<file path="config.mk">
export PLATFORM = sky130hd
export DESIGN_NAME = calendar_date_add_days
export DESIGN_NICKNAME = d
export VERILOG_FILES = /design/src/design/cda_pkg.sv /design/src/design/calendar_date_add_days.sv
export SDC_FILE = /design/constraint.sdc
export NUM_CORES = 1
export LEC_CHECK = 0
export BUFFER_PORTS_ARGS = -buffer_cell sky130_fd_sc_hd__buf_2
export CAP_MARGIN = 40
export CORE_ASPECT_RATIO = 0.5
export CORE_MARGIN = 4
export CORE_UTILIZATION = 51
export CTS_CLUSTER_SIZE = 40
export DETAILED_ROUTE_END_ITERATION = 10
export HOLD_SLACK_MARGIN = 0.03
export PLACE_DENSITY_LB_ADDON = 0.08
export SKIP_LAST_GASP = 1
export SLEW_MARGIN = 20
export SYNTH_ARGS = -nofsm -noshare
export SYNTH_HDL_FRONTEND = slang
export SYNTH_SLANG_ARGS = --single-unit
</file>
<file path="constraint.sdc">
create_clock -name clk_i -period 8.6 [get_ports clk_i]
set_clock_uncertainty 0.05 [all_clocks]
set_input_delay 0.86 -clock clk_i [delete_from_list [all_inputs] [get_ports clk_i]]
set_output_delay 0.86 -clock clk_i [all_outputs]
set_load 0.01 [all_outputs]
</file>
<file path="src/design/cda_pkg.sv">
// Shared types, constants and calendar helper functions for the date adder.
package cda_pkg;

  // Leap pattern repeats every 400 years.
  localparam int unsigned YearCycle   = 400;
  localparam int unsigned YearCycleW  = 9;
  localparam int unsigned RemW        = 17;
  localparam int unsigned ModSteps    = 8;
  localparam int unsigned StepW       = 3;
  localparam int unsigned MonthsPerYr = 12;
  localparam int unsigned YearMax     = 65535;

  localparam logic [3:0] MonthJan = 4'd1;
  localparam logic [3:0] MonthFeb = 4'd2;
  localparam logic [3:0] MonthDec = 4'(MonthsPerYr);
  localparam logic [4:0] DayLast  = 5'd31;
  localparam logic [4:0] DayFeb   = 5'd28;

  typedef enum logic [2:0] {
    ST_IDLE,
    ST_MOD,
    ST_CHECK,
    ST_WALK,
    ST_OUT
  } state_e;

  // Leap test on the year reduced modulo 400.
  function automatic logic leap_of(input logic [YearCycleW-1:0] ymod);
    logic div4;
    logic cent;
    begin
      div4 = (ymod[1:0] == 2'b00);
      cent = (ymod == 9'd100) || (ymod == 9'd200) || (ymod == 9'd300);
      leap_of = div4 && !cent;
    end
  endfunction

  // Length of a month; zero for a month code outside the calendar.
  function automatic logic [4:0] month_len(input logic [3:0] month, input logic leap);
    logic [4:0] len;
    begin
      case (month)
        4'd1, 4'd3, 4'd5, 4'd7, 4'd8, 4'd10, 4'd12: len = DayLast;
        4'd4, 4'd6, 4'd9, 4'd11:                    len = DayLast - 5'd1;
        MonthFeb:                                   len = DayFeb + {4'd0, leap};
        default:                                    len = 5'd0;
      endcase
      month_len = len;
    end
  endfunction

endpackage

</file>
<file path="src/design/calendar_date_add_days.sv">
// Gregorian date plus signed day offset, walked one month per cycle on a shared adder.
// The month walk on the shared adder dominates: the year is first reduced modulo 400,
// then the date is checked, then the months are crossed one by one.
// One item at a time; the next item is taken while a finished result waits.
// Reset (rst_ni low, asynchronous) returns to idle and drops any pending result beat.
module calendar_date_add_days (
  input  logic        clk_i,
  input  logic        rst_ni,
  input  logic        s_axis_tvalid,
  output logic        s_axis_tready,
  // [4:0] start_day, [8:5] start_month, [24:9] start_year, [40:25] day_offset, [47:41] zero
  input  logic [47:0] s_axis_tdata,
  output logic        m_axis_tvalid,
  input  logic        m_axis_tready,
  // [4:0] end_day, [8:5] end_month, [24:9] end_year, [31:25] zero
  output logic [31:0] m_axis_tdata,
  // [0] date_invalid, [1] year_out_of_range
  output logic [1:0]  m_axis_tuser
);

  cda_pkg::state_e state_q, state_d;

  logic [4:0]                      day_q, day_d;
  logic [3:0]                      month_q, month_d;
  logic signed [17:0]              yr_q, yr_d;
  logic [cda_pkg::RemW-1:0]        rem_q, rem_d;
  logic [cda_pkg::StepW-1:0]       step_q, step_d;
  logic signed [16:0]              t_q, t_d;
  logic                            inv_q, inv_d;

  logic        m_valid_q;
  logic [4:0]  out_day_q;
  logic [3:0]  out_month_q;
  logic [15:0] out_year_q;
  logic        out_inv_q;
  logic        out_oor_q;

  logic [cda_pkg::YearCycleW-1:0] ymod, ymod_inc, ymod_dec;
  logic        leap_cur, leap_prev, walk_fwd, walk_done, date_ok, out_free, load_out;
  logic [3:0]  prev_month;
  logic [4:0]  len_cur, len_prev;
  logic signed [17:0] add_a, add_b, add_sum;
  logic [17:0] sub_val;

  // Calendar helpers around the year residue
  assign ymod      = rem_q[cda_pkg::YearCycleW-1:0];
  assign ymod_inc  = (ymod == 9'(cda_pkg::YearCycle - 1)) ? '0 : ymod + 9'd1;
  assign ymod_dec  = (ymod == '0) ? 9'(cda_pkg::YearCycle - 1) : ymod - 9'd1;
  assign leap_cur  = cda_pkg::leap_of(ymod);
  assign leap_prev = cda_pkg::leap_of(ymod_dec);
  assign prev_month = (month_q == cda_pkg::MonthJan) ? cda_pkg::MonthDec : month_q - 4'd1;
  assign len_cur   = cda_pkg::month_len(month_q, leap_cur);
  assign len_prev  = cda_pkg::month_len(prev_month,
                       (month_q == cda_pkg::MonthJan) ? leap_prev : leap_cur);
  assign walk_fwd  = !t_q[16];
  assign sub_val   = 18'(cda_pkg::YearCycle) << step_q;

  // Shared adder: operands picked by the sequencer state
  always_comb begin
    add_a = '0;
    add_b = '0;
    case (state_q)
      cda_pkg::ST_MOD: begin
        add_a = {1'b0, rem_q};
        add_b = -$signed(sub_val);
      end
      cda_pkg::ST_CHECK: begin
        add_a = {t_q[16], t_q};
        add_b = $signed({13'd0, day_q - 5'd1});
      end
      cda_pkg::ST_WALK: begin
        add_a = {t_q[16], t_q};
        add_b = walk_fwd ? -$signed({13'd0, len_cur}) : $signed({13'd0, len_prev});
      end
      default: begin
        add_a = '0;
        add_b = '0;
      end
    endcase
  end
  assign add_sum = add_a + add_b;

  assign walk_done = walk_fwd && add_sum[17];
  assign date_ok   = (month_q >= cda_pkg::MonthJan) && (month_q <= cda_pkg::MonthDec) &&
                     (day_q != 5'd0) && (day_q <= len_cur);
  assign out_free  = !m_valid_q || m_axis_tready;
  assign load_out  = (state_q == cda_pkg::ST_OUT) && out_free;

  // Next state
  always_comb begin
    state_d = state_q;
    case (state_q)
      cda_pkg::ST_IDLE:  if (s_axis_tvalid) state_d = cda_pkg::ST_MOD;
      cda_pkg::ST_MOD:   if (step_q == '0) state_d = cda_pkg::ST_CHECK;
      cda_pkg::ST_CHECK: state_d = date_ok ? cda_pkg::ST_WALK : cda_pkg::ST_OUT;
      cda_pkg::ST_WALK:  if (walk_done) state_d = cda_pkg::ST_OUT;
      cda_pkg::ST_OUT:   if (out_free) state_d = cda_pkg::ST_IDLE;
      default:           state_d = cda_pkg::ST_IDLE;
    endcase
  end

  // Datapath updates per state
  always_comb begin
    day_d   = day_q;
    month_d = month_q;
    yr_d    = yr_q;
    rem_d   = rem_q;
    step_d  = step_q;
    t_d     = t_q;
    inv_d   = inv_q;
    case (state_q)
      cda_pkg::ST_IDLE: begin
        if (s_axis_tvalid) begin
          day_d   = s_axis_tdata[4:0];
          month_d = s_axis_tdata[8:5];
          yr_d    = $signed({2'b00, s_axis_tdata[24:9]});
          rem_d   = {1'b0, s_axis_tdata[24:9]};
          t_d     = $signed({s_axis_tdata[40], s_axis_tdata[40:25]});
          step_d  = 3'(cda_pkg::ModSteps - 1);
          inv_d   = 1'b0;
        end
      end
      cda_pkg::ST_MOD: begin
        if (!add_sum[17]) rem_d = add_sum[cda_pkg::RemW-1:0];
        step_d = step_q - 3'd1;
      end
      cda_pkg::ST_CHECK: begin
        inv_d = !date_ok;
        t_d   = add_sum[16:0];
      end
      cda_pkg::ST_WALK: begin
        if (walk_fwd) begin
          // advance one month while the day index passes its length
          if (!add_sum[17]) begin
            t_d = add_sum[16:0];
            if (month_q == cda_pkg::MonthDec) begin
              month_d = cda_pkg::MonthJan;
              yr_d    = yr_q + 18'sd1;
              rem_d   = {8'd0, ymod_inc};
            end else begin
              month_d = month_q + 4'd1;
            end
          end
        end else begin
          // step back one month and add its length
          t_d     = add_sum[16:0];
          month_d = prev_month;
          if (month_q == cda_pkg::MonthJan) begin
            yr_d  = yr_q - 18'sd1;
            rem_d = {8'd0, ymod_dec};
          end
        end
      end
      default: begin
        day_d = day_q;
      end
    endcase
  end

  always_ff @(posedge clk_i or negedge rst_ni) begin
    if (!rst_ni) begin
      state_q <= cda_pkg::ST_IDLE;
    end else begin
      state_q <= state_d;
    end
  end

  always_ff @(posedge clk_i) begin
    day_q   <= day_d;
    month_q <= month_d;
    yr_q    <= yr_d;
    rem_q   <= rem_d;
    step_q  <= step_d;
    t_q     <= t_d;
    inv_q   <= inv_d;
  end

  // Result beat valid: set on load, drop when taken
  always_ff @(posedge clk_i or negedge rst_ni) begin
    if (!rst_ni) begin
      m_valid_q <= 1'b0;
    end else if (load_out) begin
      m_valid_q <= 1'b1;
    end else if (m_axis_tready) begin
      m_valid_q <= 1'b0;
    end
  end

  // Result payload with echo and year saturation
  always_ff @(posedge clk_i) begin
    if (load_out) begin
      out_inv_q <= inv_q;
      if (inv_q) begin
        out_day_q   <= day_q;
        out_month_q <= month_q;
        out_year_q  <= yr_q[15:0];
        out_oor_q   <= 1'b0;
      end else if (yr_q < 0) begin
        out_day_q   <= 5'd1;
        out_month_q <= cda_pkg::MonthJan;
        out_year_q  <= '0;
        out_oor_q   <= 1'b1;
      end else if (yr_q > 18'(cda_pkg::YearMax)) begin
        out_day_q   <= cda_pkg::DayLast;
        out_month_q <= cda_pkg::MonthDec;
        out_year_q  <= 16'(cda_pkg::YearMax);
        out_oor_q   <= 1'b1;
      end else begin
        out_day_q   <= t_q[4:0] + 5'd1;
        out_month_q <= month_q;
        out_year_q  <= yr_q[15:0];
        out_oor_q   <= 1'b0;
      end
    end
  end

  assign s_axis_tready = (state_q == cda_pkg::ST_IDLE);
  assign m_axis_tvalid = m_valid_q;
  assign m_axis_tdata  = {7'd0, out_year_q, out_month_q, out_day_q};
  assign m_axis_tuser  = {out_oor_q, out_inv_q};

  // Checks on sequencer and result consistency
  a_accept_to_mod: assert property (@(posedge clk_i) disable iff (!rst_ni)
    s_axis_tvalid && s_axis_tready |=> state_q == cda_pkg::ST_MOD)
    else $error("accepted beat did not start the year reduction");

  a_residue_range: assert property (@(posedge clk_i) disable iff (!rst_ni)
    state_q == cda_pkg::ST_WALK |-> rem_q < 17'(cda_pkg::YearCycle))
    else $error("year residue out of range during walk");

  a_flags_exclusive: assert property (@(posedge clk_i) disable iff (!rst_ni)
    m_axis_tvalid |-> !(m_axis_tuser[0] && m_axis_tuser[1]))
    else $error("invalid and out-of-range flags both set");

  a_valid_result_date: assert property (@(posedge clk_i) disable iff (!rst_ni)
    m_axis_tvalid && !m_axis_tuser[0] |->
      (m_axis_tdata[8:5] >= cda_pkg::MonthJan) && (m_axis_tdata[8:5] <= cda_pkg::MonthDec) &&
      (m_axis_tdata[4:0] != 5'd0))
    else $error("result date outside calendar");

  a_load_sets_valid: assert property (@(posedge clk_i) disable iff (!rst_ni)
    load_out |=> m_axis_tvalid)
    else $error("loaded result not presented");

endmodule
</file>
# --- Word level (Yosys, flattened, before mapping) ---
# Index checks and enable logic that the tools add are counted.
# W data, S select, Z words.
op_classes:
  order_cmp: 5
  add_sub_neg: 14
  shift: 1
  n_reduce_logical: 43
  n_eq_ne: 43
  muxes: 54
op_table:
  columns: ["cell", "count"]
  rows:
  - ["$mux W17", 9]
  - ["$mux W18", 6]
  - ["$pmux W17 S3", 2]
  - ["$pmux W18 S2", 2]
  - ["$pmux W18 S3", 1]
  - ["$mux W16", 3]
  - ["$eq A4 B4 Y1 const B", 10]
  - ["$eq A4 B3 Y1 const B", 8]
  - ["$mux W4", 8]
  - ["$pmux W5 S3", 2]
  - ["$eq A9 B9 Y1 const B", 3]
  - ["$add A18 B18 Y18", 1]
  - ["$add A18 B2 Y18 const B", 1]
  - ["$eq A9 B7 Y1 const B", 2]
  - ["$eq A9 B8 Y1 const B", 2]
  - ["$gt A18 B16 Y1 const B", 1]
  - ["$lt A18 B1 Y1 const B", 1]
  - ["$mux W3", 6]
  - ["$mux W9", 2]
  - ["$neg A18 Y18", 1]
  - ["$neg A5 Y18", 1]
  - ["$shl A9 B3 Y18 const A", 1]
  - ["$sub A18 B2 Y18 const B", 1]
  - ["$eq A4 B2 Y1 const B", 4]
  - ["40 further kinds", 82]
word_totals:
  reg_bits: 96
  elab_cells: 175
  output_inout_bits: 36
  input_bits: 52

# --- Depth between registers and ports, before layout ---
logic_depth:
  word_depth: 16
  depth_mapped: 22
  ltp_nobuf: 21

# --- Worst setup path after synthesis ---
# Ideal clock, no wire load.
synth_timing:
  kind: "flip-flop to flip-flop"
  start: "register month_q[0]"
  end: "register yr_q[0], enable pin"
  synth_period_minus_slack_ns: 5.738
  arrival_ns: 5.272
  path_slack_ns: 2.862
  setup_ns: 0.416
  n_path_buf: 1
  stages_incl_launch_ff: 21
  required_ns: 8.134
  cell_sequence: "edfxtp_1 > inv_1 > ha_1 > clkbuf_1 > inv_1 > nand3_1 > a21boi_0 > o31ai_1 > a221oi_1 > nor3_1 > o32a_1 > inv_1 > ha_1 > a211oi_1 > nor2_1 > a21oi_1 > o31ai_1 > o31ai_1 > xor2_1 > a22o_1 > nor3_1"
synth_via:
  elab_chain_cells: 10
  elab_cells_between_ends: 42
  classes_between: "4 x add/sub; 27 x eq/ne; 6 x mux; 5 x reduce/logical"
synth_rtl:
  columns: ["item", "line", "text"]
  rows:
  - ["start, declared", "calendar_date_add_days.sv:24", "logic [3:0] month_q, month_d;"]
  - ["start signal, assigned", "calendar_date_add_days.sv:170", "month_q <= month_d;"]
  - ["$sub A4 B1 Y4 or $eq A4 B1 Y1 (tied branches)", "calendar_date_add_days.sv:51, cda_pkg.sv:42, calendar_date_add_days.sv:54", null]
  - ["$mux W4", "calendar_date_add_days.sv:51", "assign prev_month = (month_q == cda_pkg::MonthJan) ? cda_pkg::MonthDec : month_q - 4'd1;"]
  - ["$eq A4 B1 Y1, or another cell as far along", "cda_pkg.sv:42", "case (month)"]
  - ["$reduce_or A7 Y1 or $reduce_or A4 Y1 (tied branches)", "cda_pkg.sv:42", null]
  - ["$pmux W5 S3", "cda_pkg.sv:42", null]
  - ["$mux W18", "calendar_date_add_days.sv:73", "add_b = walk_fwd ? -$signed({13'd0, len_cur}) : $signed({13'd0, len_prev});"]
  - ["$pmux W18 S3", "calendar_date_add_days.sv:62", "case (state_q)"]
  - ["$add A18 B18 Y18", "calendar_date_add_days.sv:81", "assign add_sum = add_a + add_b;"]
  - ["$ne A3 B3 Y1 (no line)", null, null]
  - ["$reduce_and A5 Y1 (no line) *", null, null]
  - ["end signal, assigned", "calendar_date_add_days.sv:171", "yr_q <= yr_d;"]
  - ["end, declared", "calendar_date_add_days.sv:25", "logic signed [17:0] yr_q, yr_d;"]
# Every way passes the cells marked *; elsewhere a longest branch is shown, timed or not.
# A chain may end at the register's enable or synchronous reset.

# --- Final worst setup path ---
layout_timing:
  start: "register month_q[1]"
  end: "register rem_q[4] (netlist name), enable pin"
layout_via:
  elab_chain_cells: 10
  elab_cells_between_ends: 43
  classes_between: "4 x add/sub; 28 x eq/ne; 6 x mux; 5 x reduce/logical"
layout_rtl:
  columns: ["item", "line", "text"]
  rows:
  - ["$sub A4 B1 Y4 or $eq A4 B1 Y1 (tied branches)", "calendar_date_add_days.sv:51, cda_pkg.sv:42, calendar_date_add_days.sv:54", null]
  - ["$mux W4", "calendar_date_add_days.sv:51", null]
  - ["$eq A4 B1 Y1, or another cell as far along", "cda_pkg.sv:42", null]
  - ["$reduce_or A7 Y1 or $reduce_or A4 Y1 (tied branches)", "cda_pkg.sv:42", null]
  - ["$pmux W5 S3", "cda_pkg.sv:42", null]
  - ["$mux W18", "calendar_date_add_days.sv:73", null]
  - ["$pmux W18 S3", "calendar_date_add_days.sv:62", null]
  - ["$add A18 B18 Y18", "calendar_date_add_days.sv:81", null]
  - ["$ne A3 B3 Y1 (no line) or $ne A2 B2 Y1 (tied branches)", null, null]
  - ["$reduce_and A6 Y1 (no line) *", null, null]
  - ["end signal, assigned", "calendar_date_add_days.sv:172", "rem_q <= rem_d;"]
  - ["end, declared", "calendar_date_add_days.sv:26", "logic [cda_pkg::RemW-1:0] rem_q, rem_d;"]
# Marked as above.

==> reports/metrics.cfg <==
[status]
outcome = finished clean

[routing]
via_count = 6318
ant_nets = 0
route.detailed.vias_per_inst = 5.872
first_iter_violations = 511
post_drt_wl_per_cell_um = 18.03
drc = 0
drtPass1Iterations = 5
totalWireLength_mm = 19.40

[worst_setup_path]
endpoint_kind = flop
crit_required_ns = 8.57
slowest_stage = a221oi_1
critPathKind = flop to flop
cp_cell_sequence = inv_1, ha_1, or2b_1, nand3_1, a21boi_0, o31ai_1, a221oi_1, nor3_1, o32a_1, inv_1, ha_1, a211oi_1, nor2_1, a21oi_1, o31ai_1, o31ai_1, xor2_1, a22o_1, nor3_2, buf_4
crit_arrival_ns = 5.84
path_max_fanout = 17
worstSetupStartpointType = flop
crit_top_cell = o31ai_1
reg2reg_depth = 20
cp_slowest_stage_delay_ns = 0.55

[grt]
antenna_found_initial = 1
globalRouteMet2Util = 0.3539
grt_usage = 0.2352
grt_pass1_wl_mm = 30.83
grt_max_degree = 49
overflow = 0
first_global_vias = 5843
groute.layer.met3.usage = 0.04604
grtUsageMet1 = 0.3532
grt-busiest-layer = met2

[floorplanning]
rows = 30
die_h_um = 93.24
start_util = 0.5336
fp.coreArea_um2 = 13890
num_io_pins = 88
die_w_um = 178.5
die_area_um2 = 16640

[timing]
tns_ns = 0
max_freq_mhz = 170.2
worst_slack_ns = 2.725
tightest_slew_ns = 0.8270
slew_violations = 0
setup_viol = 0
slew_headroom = 0.4486
whs_ns = 0.2519
fin_crit_ns = 5.875
final.period_utilization = 0.6831
rsz0062_at_grt = no
final_hold_viol_count = 0

[run]
max_cap_viol_count = 0

[clocking]
postCtsSetupBuffers = 0
path_clk_slew_ns = 0.07
insertion_delay_ns = 0.35
cts_buffers = 9
cts_resized = 0
clockBufferDepth = 2
cts.sinks = 96
cts_hold_buf = 0
cts_tree = yes
clockRootBuffer = clkbuf_16
htreeDepth = 3

[power_and_ir_drop]
p_leak_nw = 3.343
power.density_nw_per_um2 = 469.6
ir_worst_vdd_mv = 0.2714

[placed_design]
place_ws_ns = 2.902
dp_hpwl_mm = 14.37
placed_area_um2 = 7890
io_buffers = 73
gp_congestion = 0.9297

[synth]
synth_edf_count = 92
muxShareOfSynthArea = 0.008779
async_reset_ff_frac = 0.04167
synthDistinctLibCells = 66
syn_area_um2 = 7411
yosys.area_share.xor_xnor = 0.05909
ys_seq_elements = 96
syn_avg_cell_area_um2 = 8.950
yosysSeqAreaShare = 0.3863
yosysWarningCount = 0
yosys.area_share.simple = 0.1744
synthAdderAreaFrac = 0.09995
synth_top_area_frac = 0.3728
synth_ff_type = edfxtp_1
synth_compound_area_frac = 0.2202
synth_top_family_by_area = compound AO/OA/AOI/OAI gates
synthCells = 828
yosys.area.top_type = edfxtp_1
ys_top_cells_by_area = edfxtp_1 (37%), ha_1 (9.5%), o21ai_0 (5.0%), nor2_1 (4.8%), nand2_1 (4.3%)

[layout]
final_area_um2 = 8189
syn_to_final_growth_pct = 10.50
utilization = 0.5896
fillers = 1258
drive_gt1_frac = 0.1312
antenna_cells = 0
nets = 989
final_common_cell = nor2_1
final_cell_mix = nor2_1 (93), edfxtp_1 (92), nand2_1 (84)

[min_path]
holdCritPathClass = input pin to asynchronous set/reset pin

## cells in the mapped netlist, types with 3 or more instances
cell and instances:
mux2i_1 5, or2_2 5, nand2_1 84, nand3_1 13
a31oi_1 4, clkbuf_1 34, a21o_1 6, a21oi_1 58
dfrtp_1 4, buf_4 9, nor4_1 4, a211oi_1 8
nand4_1 7, nor2b_1 16, nand2b_1 16, a311oi_1 5
o211ai_1 5, ha_1 56, or3_1 4, xor2_1 18
inv_1 37, nor3_1 20, edfxtp_1 92, nor2_1 94
o22ai_1 3, o21bai_1 3, o21a_1 11, a22o_1 32
o32ai_1 3, xnor2_1 32, o21ai_0 74, o31ai_1 11
buf_2 4, and3_1 8, a221o_1 4
## final timing paths
path                                      startpoint                   endpoint  slack [ns]
hold / removal                                rst_ni  m_axis_tvalid$_DFFE_PN0P_        0.25
min in group clk_i         m_axis_tvalid$_DFFE_PN0P_  m_axis_tvalid$_DFFE_PN0P_        0.52
setup reg to reg                month_q[1]$_DFFE_PP_         rem_q[4]$_DFFE_PP_        2.73
hold reg to reg            m_axis_tvalid$_DFFE_PN0P_  m_axis_tvalid$_DFFE_PN0P_        0.52
setup / recovery                month_q[1]$_DFFE_PP_         rem_q[4]$_DFFE_PP_        2.73
max in group asynchronous                     rst_ni     state_q[1]$_DFFE_PN0P_        8.13
## through the flow
stage               instances  power [mW]
global route             1076       4.190
global placement         1057       3.363
detailed placement       1058       3.422
finish                   1076       3.846
floorplan                 834       2.853
CTS                      1074       3.821
## metal layers
layer	up-vias	part of all wire	routed length (µm)
met3	21	0.075	1463
li1	3115	-	-
met2	223	0.43	8280
met4	0	0.010	195
met5	-	0	0
met1	2959	0.49	9459
## cell type report
type | instances | area, µm² | area share
timing repair buffer | 84 | 451.7 | 0.05516
clock buffer | 10 | 229.0 | 0.02796
multi-input combinational | 650 | 4212 | 0.5143
tap | 192 | 240.2 | 0.02934
inverter | 38 | 142.6 | 0.01742
clock inverter | 6 | 51.30 | 0.006264
sequential | 96 | 2863 | 0.3496
## sequential cells by signal (all words and copies together) (netlist names), 4 cells and up
register     count
out_year_q      16
rem_q           17
day_q            5
out_month_q      4
yr_q            18
out_day_q        5
month_q          4
t_q             17
## power breakdown
| group | switching (mW) | leakage (nW) | internal [mW] |
|---|---|---|---|
| sequential | 0.182 | 0.907 | 0.801 |
| combinational | 1.47 | 2.31 | 1.01 |
| clock | 0.184 | 0.127 | 0.200 |
| total | 1.84 | 3.34 | 2.01 |
## logic make-up after synthesis
logic type      after synthesis
fa+ha+maj                    58
simple gates                281
other cells                   1
xor+xnor                     50
flops                        96
buf+inv                      88
mux                           6
compound gates              248
## critical path: cells and delay by family (launching register included)
family                     cells  cell delay, ns
and+or+nand+nor                5            0.80
AOI/OAI and AO/OA              9            2.81
DFF                            1            0.50
adders and majority gates      2            0.57
xor gates and xnor gates       1            0.24
buffers and inverters          3            0.58
Note: power is estimated with default switching activity, not from simulation.
